File: src/hdl/sag_pkg.sv
// ----------------------------------------------------------------------------
// sag_pkg
// Shared types and constants for the stepper acceleration step generator.
// ----------------------------------------------------------------------------
`default_nettype none

package sag_pkg;

   localparam int unsigned DATA_W     = 32;
   localparam int unsigned SPR_W      = 16;
   localparam int unsigned RATE_W     = 24;
   localparam int unsigned CSR_IDX_W  = 3;
   localparam int unsigned RSP_DATA_W = 72;

   localparam int unsigned PROD_W     = DATA_W + RATE_W;
   localparam int unsigned DIV_QW     = PROD_W + 2;
   localparam int unsigned DIV_DW     = SPR_W + DATA_W;
   localparam int unsigned DIV_ITERS  = DIV_QW / 2;
   localparam int unsigned DIV_CNT_W  = $clog2(DIV_ITERS);

   localparam logic [SPR_W-1:0]  SPR_RESET       = 16'd200;
   localparam logic [RATE_W-1:0] MAX_SPEED_RESET = 24'd1280;
   localparam logic [RATE_W-1:0] ACCEL_RESET     = 24'd2560;
   localparam logic [DATA_W-1:0] START_IVL_RESET = 32'd10000;

   // speed increment = interval * accel * 4 / 15625 (Q16.8 rate to Q16.16 speed)
   localparam logic [DIV_DW-1:0] ACC_DIVISOR = 48'd15625;
   // interval = 1e6 * 65536 / (steps_per_rev * speed)
   localparam logic [DIV_QW-1:0] IVL_NUMERATOR = 58'd65536000000;

   typedef enum logic [CSR_IDX_W-1:0] {
      REG_STEPS_PER_REV = 3'd0,
      REG_MAX_SPEED     = 3'd1,
      REG_ACCEL         = 3'd2,
      REG_START_IVL     = 3'd3,
      REG_TURN_CW       = 3'd4,
      REG_DRIVE_EN      = 3'd5,
      REG_MODE_LEVEL    = 3'd6
   } csr_index_type;

   typedef enum logic [11:0] {
      ST_IDLE  = 12'b0000_0000_0001,
      ST_CHECK = 12'b0000_0000_0010,
      ST_MUL1  = 12'b0000_0000_0100,
      ST_LD1   = 12'b0000_0000_1000,
      ST_DIV1  = 12'b0000_0001_0000,
      ST_SPD   = 12'b0000_0010_0000,
      ST_MUL2  = 12'b0000_0100_0000,
      ST_LD2   = 12'b0000_1000_0000,
      ST_DIV2  = 12'b0001_0000_0000,
      ST_IVL   = 12'b0010_0000_0000,
      ST_NXT   = 12'b0100_0000_0000,
      ST_DONE  = 12'b1000_0000_0000
   } state_type;

   typedef struct packed {
      logic accept;
      logic mul_en;
      logic mul_sel;   // 0: interval * accel, 1: steps_per_rev * speed
      logic ld1;
      logic ld2;
      logic div_step;
      logic spd_upd;
      logic ivl_upd;
      logic nxt_upd;
      logic emit;
   } cmd_type;

   typedef struct packed {
      logic recompute;
      logic limit_ok;
      logic den_zero;
      logic div_last;
   } status_type;

   typedef struct packed {
      logic [SPR_W-1:0]  steps_per_rev;
      logic [RATE_W-1:0] max_speed;
      logic [RATE_W-1:0] accel;
   } cfg_type;

endpackage

`default_nettype wire

File: src/hdl/stepper_accel_step_generator.sv
// ----------------------------------------------------------------------------
// stepper_accel_step_generator
// Step generator with acceleration ramp for a stepper motor driver.
// ----------------------------------------------------------------------------
// Each request is a microsecond tick or a move. A move, or a tick that issues a
// step, recomputes timing: the speed ramp and the new step interval each take
// one pass of the shared two-bit-per-cycle divider; the interval division is
// skipped when its divisor is zero, and a move while above the speed limit
// skips both. One request is in work at a time; the next is taken while the
// previous result waits in the output register.
`default_nettype none

module stepper_accel_step_generator (
   input  wire logic                              clock,
   input  wire logic                              reset,
   input  wire logic                              req_tvalid,
   output logic                                   req_tready,
   input  wire logic [sag_pkg::DATA_W-1:0]        req_tdata,  // step_delta
   input  wire logic [0:0]                        req_tuser,  // action
   output logic                                   rsp_tvalid,
   input  wire logic                              rsp_tready,
   // step_pulse, dir_level, enable_level, mode_pin, steps_pending[31:0],
   // gap_us[31:0], zero pad
   output logic [sag_pkg::RSP_DATA_W-1:0]         rsp_tdata,
   input  wire logic                              csr_we,
   input  wire logic [sag_pkg::CSR_IDX_W-1:0]     csr_index,
   input  wire logic [sag_pkg::DATA_W-1:0]        csr_wdata
);
   import sag_pkg::*;

   cmd_type           cmd;
   status_type        status;
   cfg_type           cfg;

   logic [SPR_W-1:0]  spr_ff;
   logic [RATE_W-1:0] max_speed_ff;
   logic [RATE_W-1:0] accel_ff;
   logic              turn_cw_ff;
   logic              drive_en_ff;
   logic              mode_ff;
   logic              ivl_wr;
   logic              out_free;
   logic              pulse;
   logic [DATA_W-1:0] steps;
   logic [DATA_W-1:0] gap;

   logic                  rsp_valid_ff, rsp_valid_in;
   logic [RSP_DATA_W-1:0] rsp_data_ff, rsp_data_in;

   always_ff @(posedge clock) begin
      if (reset) begin
         spr_ff       <= SPR_RESET;
         max_speed_ff <= MAX_SPEED_RESET;
         accel_ff     <= ACCEL_RESET;
         turn_cw_ff   <= 1'b1;
         drive_en_ff  <= 1'b1;
         mode_ff      <= 1'b0;
      end else if (csr_we) begin
         case (csr_index)
            REG_STEPS_PER_REV: spr_ff       <= csr_wdata[SPR_W-1:0];
            REG_MAX_SPEED:     max_speed_ff <= csr_wdata[RATE_W-1:0];
            REG_ACCEL:         accel_ff     <= csr_wdata[RATE_W-1:0];
            REG_TURN_CW:       turn_cw_ff   <= csr_wdata[0];
            REG_DRIVE_EN:      drive_en_ff  <= csr_wdata[0];
            REG_MODE_LEVEL:    mode_ff      <= csr_wdata[0];
            default: begin
            end
         endcase
      end
   end

   assign ivl_wr            = csr_we && (csr_index == REG_START_IVL);
   assign cfg.steps_per_rev = spr_ff;
   assign cfg.max_speed     = max_speed_ff;
   assign cfg.accel         = accel_ff;

   assign out_free = !rsp_valid_ff || rsp_tready;

   sag_ctrl u_ctrl (
      .clock     (clock),
      .reset     (reset),
      .req_valid (req_tvalid),
      .req_ready (req_tready),
      .out_free  (out_free),
      .status    (status),
      .cmd       (cmd)
   );

   sag_dp u_dp (
      .clock      (clock),
      .reset      (reset),
      .cmd        (cmd),
      .status     (status),
      .cfg        (cfg),
      .ivl_wr     (ivl_wr),
      .ivl_wdata  (csr_wdata),
      .req_action (req_tuser[0]),
      .req_delta  (req_tdata),
      .pulse      (pulse),
      .steps      (steps),
      .gap        (gap)
   );

   always_comb begin
      rsp_valid_in = rsp_valid_ff;
      rsp_data_in  = rsp_data_ff;
      if (rsp_valid_ff && rsp_tready) begin
         rsp_valid_in = 1'b0;
      end
      if (cmd.emit) begin
         rsp_valid_in = 1'b1;
         rsp_data_in  = {{(RSP_DATA_W - 2*DATA_W - 4){1'b0}}, gap, steps,
                         mode_ff, drive_en_ff, turn_cw_ff, pulse};
      end
   end

   always_ff @(posedge clock) begin
      if (reset) begin
         rsp_valid_ff <= 1'b0;
      end else begin
         rsp_valid_ff <= rsp_valid_in;
      end
   end

   always_ff @(posedge clock) begin
      rsp_data_ff <= rsp_data_in;
   end

   assign rsp_tvalid = rsp_valid_ff;
   assign rsp_tdata  = rsp_data_ff;

endmodule

`default_nettype wire

File: src/hdl/sag_ctrl.sv
// ----------------------------------------------------------------------------
// sag_ctrl
// Sequencer: walks each request through update and, when timing is recomputed,
// speed ramp and interval division, then hands the result to the output register.
// ----------------------------------------------------------------------------
`default_nettype none

module sag_ctrl (
   input  wire logic                clock,
   input  wire logic                reset,
   input  wire logic                req_valid,
   output logic                     req_ready,
   input  wire logic                out_free,
   input  wire sag_pkg::status_type status,
   output sag_pkg::cmd_type         cmd
);
   import sag_pkg::*;

   state_type state_ff, state_in;

   always_ff @(posedge clock) begin
      if (reset) begin
         state_ff <= ST_IDLE;
      end else begin
         state_ff <= state_in;
      end
   end

   assign req_ready = (state_ff == ST_IDLE);

   always_comb begin
      state_in = state_ff;
      cmd      = '0;
      case (state_ff)
         ST_IDLE: begin
            if (req_valid) begin
               cmd.accept = 1'b1;
               state_in   = ST_CHECK;
            end
         end
         ST_CHECK: begin
            if (!status.recompute) begin
               state_in = ST_DONE;
            end else if (!status.limit_ok) begin
               state_in = ST_NXT;
            end else begin
               state_in = ST_MUL1;
            end
         end
         ST_MUL1: begin
            cmd.mul_en = 1'b1;
            state_in   = ST_LD1;
         end
         ST_LD1: begin
            cmd.ld1  = 1'b1;
            state_in = ST_DIV1;
         end
         ST_DIV1: begin
            cmd.div_step = 1'b1;
            if (status.div_last) begin
               state_in = ST_SPD;
            end
         end
         ST_SPD: begin
            cmd.spd_upd = 1'b1;
            state_in    = ST_MUL2;
         end
         ST_MUL2: begin
            cmd.mul_en  = 1'b1;
            cmd.mul_sel = 1'b1;
            state_in    = ST_LD2;
         end
         ST_LD2: begin
            cmd.ld2  = 1'b1;
            state_in = status.den_zero ? ST_NXT : ST_DIV2;
         end
         ST_DIV2: begin
            cmd.div_step = 1'b1;
            if (status.div_last) begin
               state_in = ST_IVL;
            end
         end
         ST_IVL: begin
            cmd.ivl_upd = 1'b1;
            state_in    = ST_NXT;
         end
         ST_NXT: begin
            cmd.nxt_upd = 1'b1;
            state_in    = ST_DONE;
         end
         ST_DONE: begin
            if (out_free) begin
               cmd.emit = 1'b1;
               state_in = ST_IDLE;
            end
         end
         default: begin
            state_in = ST_IDLE;
         end
      endcase
   end

endmodule

`default_nettype wire

File: src/hdl/sag_dp.sv
// ----------------------------------------------------------------------------
// sag_dp
// Datapath: motion state, shared multiplier and a radix-4 restoring divider.
// ----------------------------------------------------------------------------
`default_nettype none

module sag_dp (
   input  wire logic                          clock,
   input  wire logic                          reset,
   input  wire sag_pkg::cmd_type              cmd,
   output sag_pkg::status_type                status,
   input  wire sag_pkg::cfg_type              cfg,
   input  wire logic                          ivl_wr,
   input  wire logic [sag_pkg::DATA_W-1:0]    ivl_wdata,
   input  wire logic                          req_action,
   input  wire logic [sag_pkg::DATA_W-1:0]    req_delta,
   output logic                               pulse,
   output logic [sag_pkg::DATA_W-1:0]         steps,
   output logic [sag_pkg::DATA_W-1:0]         gap
);
   import sag_pkg::*;

   logic [DATA_W-1:0]    now_ff, now_in;
   logic [DATA_W-1:0]    next_ff, next_in;
   logic [DATA_W-1:0]    steps_ff, steps_in;
   logic [DATA_W-1:0]    speed_ff, speed_in;
   logic [DATA_W-1:0]    ivl_ff, ivl_in;
   logic                 pulse_ff, pulse_in;
   logic                 rec_ff, rec_in;
   logic [PROD_W-1:0]    prod_ff, prod_in;
   logic [DIV_DW-1:0]    rem_ff, rem_in;
   logic [DIV_QW-1:0]    quo_ff, quo_in;
   logic [DIV_DW-1:0]    dvs_ff, dvs_in;
   logic [DIV_CNT_W-1:0] cnt_ff, cnt_in;

   logic [DATA_W-1:0]    now_inc;
   logic [DATA_W:0]      steps_sum;
   logic                 fire;
   logic [DATA_W-1:0]    mul_a;
   logic [RATE_W-1:0]    mul_b;
   logic [DIV_DW:0]      t1, t2, r1, r2;
   logic                 ge1, ge2;
   logic [DATA_W:0]      spd_sum;
   logic                 quo_high;

   assign now_inc   = now_ff + 1'b1;
   assign steps_sum = {steps_ff[DATA_W-1], steps_ff} + {req_delta[DATA_W-1], req_delta};
   assign fire      = !steps_ff[DATA_W-1] && (steps_ff != '0) && (next_ff < now_inc);

   assign mul_a   = cmd.mul_sel ? speed_ff : ivl_ff;
   assign mul_b   = cmd.mul_sel ? {{(RATE_W-SPR_W){1'b0}}, cfg.steps_per_rev} : cfg.accel;
   assign prod_in = cmd.mul_en ? PROD_W'(mul_a * mul_b) : prod_ff;

   // two quotient bits per cycle
   always_comb begin
      t1  = {rem_ff, quo_ff[DIV_QW-1]};
      ge1 = (t1 >= {1'b0, dvs_ff});
      r1  = ge1 ? (t1 - {1'b0, dvs_ff}) : t1;
      t2  = {r1[DIV_DW-1:0], quo_ff[DIV_QW-2]};
      ge2 = (t2 >= {1'b0, dvs_ff});
      r2  = ge2 ? (t2 - {1'b0, dvs_ff}) : t2;
   end

   assign quo_high = |quo_ff[DIV_QW-1:DATA_W];
   assign spd_sum  = {1'b0, speed_ff} + {1'b0, quo_ff[DATA_W-1:0]};

   always_comb begin
      now_in   = now_ff;
      next_in  = next_ff;
      steps_in = steps_ff;
      speed_in = speed_ff;
      ivl_in   = ivl_ff;
      pulse_in = pulse_ff;
      rec_in   = rec_ff;
      rem_in   = rem_ff;
      quo_in   = quo_ff;
      dvs_in   = dvs_ff;
      cnt_in   = cnt_ff;
      if (cmd.accept) begin
         pulse_in = 1'b0;
         if (req_action) begin
            rec_in = 1'b1;
            if (steps_sum[DATA_W] != steps_sum[DATA_W-1]) begin
               steps_in = steps_sum[DATA_W] ? {1'b1, {(DATA_W-1){1'b0}}}
                                            : {1'b0, {(DATA_W-1){1'b1}}};
            end else begin
               steps_in = steps_sum[DATA_W-1:0];
            end
         end else begin
            now_in   = now_inc;
            rec_in   = fire;
            pulse_in = fire;
            if (fire) begin
               steps_in = steps_ff - 1'b1;
            end
         end
      end
      if (cmd.ld1) begin
         rem_in = '0;
         quo_in = {prod_ff, 2'b00};
         dvs_in = ACC_DIVISOR;
         cnt_in = '0;
      end
      if (cmd.ld2) begin
         rem_in = '0;
         quo_in = IVL_NUMERATOR;
         dvs_in = prod_ff[DIV_DW-1:0];
         cnt_in = '0;
         if (status.den_zero) begin
            ivl_in = '1;
         end
      end
      if (cmd.div_step) begin
         rem_in = r2[DIV_DW-1:0];
         quo_in = {quo_ff[DIV_QW-3:0], ge1, ge2};
         cnt_in = cnt_ff + 1'b1;
      end
      if (cmd.spd_upd) begin
         speed_in = (quo_high || spd_sum[DATA_W]) ? '1 : spd_sum[DATA_W-1:0];
      end
      if (cmd.ivl_upd) begin
         ivl_in = quo_high ? '1 : quo_ff[DATA_W-1:0];
      end
      if (cmd.nxt_upd) begin
         next_in = now_ff + ivl_ff;
      end
      if (ivl_wr) begin
         ivl_in = ivl_wdata;
      end
   end

   always_ff @(posedge clock) begin
      if (reset) begin
         now_ff   <= '0;
         next_ff  <= '0;
         steps_ff <= '0;
         speed_ff <= '0;
         ivl_ff   <= START_IVL_RESET;
         pulse_ff <= 1'b0;
         rec_ff   <= 1'b0;
      end else begin
         now_ff   <= now_in;
         next_ff  <= next_in;
         steps_ff <= steps_in;
         speed_ff <= speed_in;
         ivl_ff   <= ivl_in;
         pulse_ff <= pulse_in;
         rec_ff   <= rec_in;
      end
   end

   always_ff @(posedge clock) begin
      prod_ff <= prod_in;
      rem_ff  <= rem_in;
      quo_ff  <= quo_in;
      dvs_ff  <= dvs_in;
      cnt_ff  <= cnt_in;
   end

   assign status.recompute = rec_ff;
   assign status.limit_ok  = (speed_ff <= {cfg.max_speed, 8'h00});
   assign status.den_zero  = (prod_ff[DIV_DW-1:0] == '0);
   assign status.div_last  = (cnt_ff == DIV_CNT_W'(DIV_ITERS - 1));

   assign pulse = pulse_ff;
   assign steps = steps_ff;
   assign gap   = ivl_ff;

endmodule

`default_nettype wire

File: config.mk
export PLATFORM = sky130hd
export DESIGN_NAME = stepper_accel_step_generator
export DESIGN_NICKNAME = d
export VERILOG_FILES = /design/src/hdl/sag_pkg.sv /design/src/hdl/stepper_accel_step_generator.sv /design/src/hdl/sag_ctrl.sv /design/src/hdl/sag_dp.sv
export SDC_FILE = /design/constraint.sdc
export NUM_CORES = 2
export LEC_CHECK = 0
export BUFFER_PORTS_ARGS = -buffer_cell sky130_fd_sc_hd__buf_4
export CORE_MARGIN = 2
export CORE_UTILIZATION = 41
export CTS_BUF_LIST = sky130_fd_sc_hd__clkbuf_8
export DETAILED_ROUTE_END_ITERATION = 10
export SYNTH_ARGS = -nofsm -noshare
export SYNTH_HDL_FRONTEND = slang
export SYNTH_SLANG_ARGS = --single-unit
File: constraint.sdc
create_clock -name clock -period 11.85 [get_ports clock]
set_clock_uncertainty 0.1 [all_clocks]
set_input_delay 1.7775 -clock clock [delete_from_list [all_inputs] [get_ports clock]]
set_output_delay 1.7775 -clock clock [all_outputs]
set_load 0.01 [all_outputs]
-- Yosys cells after proc, flatten, opt, wreduce, memory -nomap -nowiden
Cells that the tools add are included.
- register bits: 525
- bits in latches: 0
- RAM bits: 0
- bits in read-only memories: 0
- bits of input ports: 73
- output and inout port bits: 74
- word-level logic and storage cells: 138
- memories kept: 0
- add/sub/neg operators: 8
- multipliers: 1
- divide/modulo/power cells: 0
- magnitude comparators: 4
- eq/ne operators: 24
- shift operators: 0
- multiplexer cells: 49
- bitwise gates (word level): 1
- reduce and logical (&&, ||, !) cells: 30
- operators by type and width (kind ; number):
    $mux 32 ; 11
    $mux 48 ; 7
    $mux 58 ; 3
    $pmux 12 s12 ; 1
    $ge 49x48->1 ; 2
    $sub 48x48->48 ; 2
    $add 32x32->33 ; 2
    $mux 12 ; 5
    $mul 32x24->56 ; 1
    $logic_not 48->1 ; 1
    $add 32x1->32 const B ; 1
    $add 32x32->32 ; 1
    $le 32x32->1 ; 1
    $lt 32x32->1 ; 1
    $reduce_bool 32->1 ; 1
    $sub 32x1->32 const B ; 1
    $reduce_or 26->1 ; 1
    $mux 24 ; 1
    $mux 11 ; 2
    $reduce_and 2->1 ; 9
    $mux 1 ; 16
    $mux 5 ; 3
    $eq 12x1->1 const B ; 1
    $eq 12x10->1 const B ; 1
    26 further kinds ; 42

-- Longest topological paths before layout
- word-level depth: 5
- depth in mapped cells: 39
- mapped depth without buffers: 34

-- Modules after synthesis
A second synthesis with hierarchy kept.
- cell total of the unflattened synthesis: 6402
- area total of the unflattened synthesis: 57732.9 um^2
- modules (own cells, without submodules) (module ; times used ; cells an instance ; area each (um^2) ; sequential area each (um^2)):
    sag_dp ; 1 ; 5962 ; 52011.1 ; 9699.3
    stepper_accel_step_generator ; 1 ; 338 ; 4899.7 ; 3403.3
    sag_ctrl ; 1 ; 102 ; 822.0 ; 240.2

-- Worst setup path after synthesis
Ideal clock, no wire load.
- path type: flip-flop to flip-flop
- start point: register u_ctrl.state_ff[10]
- end point: register u_dp.prod_ff[55] (data pin)
- library setup time: 0.260 ns
- data arrival time: 8.716 ns
- data required time: 11.490 ns
- slack: 2.774 ns
- stages on the path, launching flop included: 36
- buffers on the path: 4
- period minus slack after synthesis: 9.076 ns
- cells stage by stage: dfxtp_1 > clkbuf_1 > nor2_1 > nand2_1 > nor2_1 > nand2_1 > or2_2 > buf_2 > buf_1 > clkbuf_1 > mux2i_1 > nor2_1 > fa_1 > fa_1 > inv_1 > fa_1 > fa_1 > inv_1 > fa_1 > fa_1 > inv_1 > fa_1 > inv_1 > ha_1 > a21o_1 > a21o_1 > a21oi_1 > o22ai_1 > o311ai_0 > o31a_1 > a31oi_1 > a31oi_1 > nor2b_1 > o21ai_0 > a21oi_1 > xnor2_1
- word-level cells in the longest chain between the ends: 4
- RTL lines (element ; line ; source):
    from (decl) ; sag_ctrl.sv:19 ; state_type state_ff, state_in;
    from (signal assigned) ; sag_ctrl.sv:25 ; state_ff <= state_in;
    $eq 12x7->1 * ; sag_ctrl.sv:34 ; case (state_ff)
    $mux 1 * ; sag_ctrl.sv:34 ;
    $mux 32 or $mux 24 (tied branches) ; sag_dp.sv:50, sag_dp.sv:51 ;
    $mul 32x24->56 * ; sag_dp.sv:52 ; assign prod_in = cmd.mul_en ? PROD_W'(mul_a * mul_b) : prod_ff;
    to (signal assigned) ; sag_dp.sv:153 ; prod_ff <= prod_in;
    to (decl) ; sag_dp.sv:30 ; logic [PROD_W-1:0] prod_ff, prod_in;
Mark *: on every way between the ends. The rest lies on a longest branch, timed or not.
A chain may end at the register's enable or synchronous reset.

-- Worst setup path after layout
Same ends and word-level chain as after synthesis.

==> results.py <==
metrics = {
    "timing": {
        "max-slew-margin-rel": 0.126,
        "rsz0062_at_grt": "false",
        "hold_viol_final": 0,
        "final-setup-viol-count": 0,
        "finalCritPeriodShare": 0.895,
        "max_freq_ghz": 0.0943,
        "slew_violations": 0,
        "fin_crit_ns": 10.61,
        "setup_tns_ns": 0,
        "worst_slew_pin_slew_ns": 1.27,
    },
    "placement": {
        "port-buffer-count": 142,
        "globalplace.congestion": 1.03,
        "dp_hpwl_mm": 158,
        "placed_area_sq_um": 60700,
    },
    "cells_and_area": {
        "fin_nets": 7813,
        "syn2layout_area_growth_pct": 9.05,
        "regArea_sq_um": 13300,
        "drive_gt1_frac": 0.0763,
        "multi_input_area_sq_um": 39700,
        "nFillCells": 13800,
        "final_cell_area_sq_um": 62600,
    },
    "clocking": {
        "htreeDepth": 3,
        "cts.repair.resized": 0,
        "cts_hold_buffers": 0,
        "cts_inserted_buffers": 98,
        "cts_tree": "built",
        "cts.path.max_buffers": 3,
        "post_cts.repair.setup_buffers": 0,
        "cts.sinks": 525,
        "clock_latency_ns": 0.83,
        "path_clk_slew_ns": 0.08,
        "cts-root-buf": "clkbuf_8",
    },
    "floorplan": {
        "dieArea_sq_um": 143000,
        "rows": 137,
        "initial_core_util": 0.412,
        "core_sq_um": 139000,
        "io_pins": 147,
        "chipWidth_um": 378,
        "dieHeight_um": 378,
    },
    "grt": {
        "grt_pass1_vias": 47700,
        "track_usage": 0.281,
        "grt_remaining_overflow": 0,
        "grt_max_degree": 103,
        "antenna_found_initial": 14,
        "grt_pass1_wl_mm": 302,
    },
    "power": {
        "max-vdd-ir-drop_mv": 0.0739,
        "p_per_area_nw_per_um2": 77.9,
        "p_leak_nw": 28.3,
    },
    "logic_synthesis": {
        "synth-async-reset-ratio": 0,
        "synthFlopType": "edfxtp_1",
        "ys_seq_area_frac": 0.233,
        "synth_warnings": 0,
        "synth_area_per_cell_sq_um": 8.72,
        "synth_cells": 6578,
        "yosysUniqueCellTypes": 95,
        "synth-edff-count": 283,
        "syn_area_sq_um": 57400,
        "synth-seq-cells": 525,
    },
    "worst_setup_path": {
        "cp_common_cell": "fa_1",
        "critPathLaunchType": "flip-flop",
        "cp_max_fo": 63,
        "slowest_stage": "mux2i_1",
        "critPathCaptureType": "flip-flop",
        "critPathKind": "flip-flop to flip-flop",
        "slowest_delay_ns": 1.03,
        "crit_arrival_ns": 11.09,
        "critical_path_required_ns": 12.34,
    },
    "job": {
        "drv_cap": 0,
    },
    "drt": {
        "vias": 48600,
        "viasPerCell": 5.65,
        "wl_per_cell_um": 23.5,
        "drt_drc_violations_left": 0,
        "firstDrtPassIters": 6,
        "antenna_left": 0,
        "first_iter_violations": 4638,
        "wl_mm": 202,
    },
    "outcome": {
        "status": "complete, no violations",
    },
    "worst_hold_path": {
        "hp-class": "flip-flop to flip-flop",
    },
}
[registers in the layout, indices dropped and copies added, names as in the netlist, 16 cells and up]
register,flops
accel_ff,24
max_speed_ff,24
rsp_tdata,68
spr_ff,16
u_dp.dvs_ff,48
u_dp.gap,32
u_dp.next_ff,32
u_dp.now_ff,32
u_dp.prod_ff,56
u_dp.quo_ff,58
u_dp.rem_ff,48
u_dp.speed_ff,32
u_dp.steps,32
[per-layer routing]
layer	wire (um)	global-route usage	share of wire
met1	86200	0.387	0.43
met4	11500	0.140	0.057
met2	87600	0.425	0.43
met5	13	0	0.000064
met3	16800	0.0500	0.083
[stage by stage]
stage / util / total power [mW] / setup slack, ns / std cells / hold slack, ns
floorplan: - / 2.76 / 2.77 / 6581 / 0.308
detailed placement: 0.436 / 3.12 / 1.43 / 8421 / 0.316
global route: 0.449 / 5.09 / 0.672 / 8603 / 0.340
global placement: 0.436 / 3.11 / 1.54 / 8421 / 0.311
finish: 0.449 / 4.87 / 1.24 / 8608 / 0.328
CTS: 0.449 / 4.89 / 1.47 / 8601 / 0.330
[layout by cell type, fill, tap and decap left out, types with 34 or more instances in the layout]
master,netlist,final
o21bai_1,36,36
a31oi_1,47,47
ha_1,432,432
nor4_1,62,62
o21ai_1,46,45
nor2_1,646,645
nand4_1,48,48
and2_1,75,75
o21a_1,46,46
mux2i_1,54,45
inv_1,869,902
nand2b_1,50,50
xor2_1,105,105
buf_4,6,254
mux2_2,43,43
a21o_1,140,139
edfxtp_1,283,283
nand3_1,168,165
nor3_1,102,101
dfxtp_1,242,242
a21oi_1,417,415
nand2_1,843,842
o21ai_0,196,196
and3_1,157,156
xnor2_1,167,167
a211oi_1,55,55
fa_1,663,663
clkbuf_8,0,109
nor2b_1,35,34
[report_power, final]
part / switching [mW] / internal (mW)
clock network: 0.879 / 0.889
registers: 0.0566 / 1.95
logic: 0.709 / 0.387
total: 1.65 / 3.23
[cell type report]
cell class,instances,share of cell area
clock inverter,72,0.00642
timing repair buffer,257,0.0313
antenna,7,0.000280
multi-input combinational,4894,0.635
tap,1876,0.0375
clock buffer,108,0.0238
inverter,869,0.0521
sequential,525,0.213
[kinds of logic after synthesis]
| logic type | after synthesis | synth area share |
|---|---|---|
| AND/OR/NAND/NOR | 2273 | 0.179 |
| buffers and inverters | 1162 | 0.0777 |
| AO/OA/AOI/OAI | 1153 | 0.126 |
| adder cells (fa/ha/maj) | 1095 | 0.326 |
| flip-flops | 525 | 0.233 |
| XOR/XNOR | 272 | 0.0415 |
| multiplexers | 97 | 0.0179 |
| other | 1 | 0.0000654 |
[worst paths after layout]
kind | startpoint | end | slack (ns) | cells past startpoint
setup / recovery | u_ctrl.state_ff[10] | u_dp.prod_ff[55] | 1.24 | 32
hold / removal | turn_cw_ff | rsp_tdata[1] | 0.33 | 0
setup reg to reg | u_ctrl.state_ff[10] | u_dp.prod_ff[55] | 1.24 | 32
hold reg to reg | turn_cw_ff | rsp_tdata[1] | 0.33 | 0
[cell usage after synthesis, types with 157 or more instances]
cell / instances / area, sq um
inv_1: 869 / 3260
nand2_1: 843 / 3160
fa_1: 663 / 13300
nor2_1: 646 / 2420
ha_1: 432 / 5410
a21oi_1: 417 / 2090
edfxtp_1: 283 / 8500
clkbuf_1: 247 / 927
dfxtp_1: 242 / 4840
o21ai_0: 196 / 981
nand3_1: 168 / 841
xnor2_1: 167 / 1460
and3_1: 157 / 982
[worst max-delay path: cells and delay by family (launching register included)]
kind | cells | cell delay, ns
compound gates | 10 | 2.66
xor+xnor | 1 | 0.08
fa+ha+maj | 8 | 3.67
buf+inv | 5 | 0.58
flops | 1 | 0.45
mux | 1 | 1.03
simple gates | 7 | 1.67
Power figures use the tool's default switching activity.
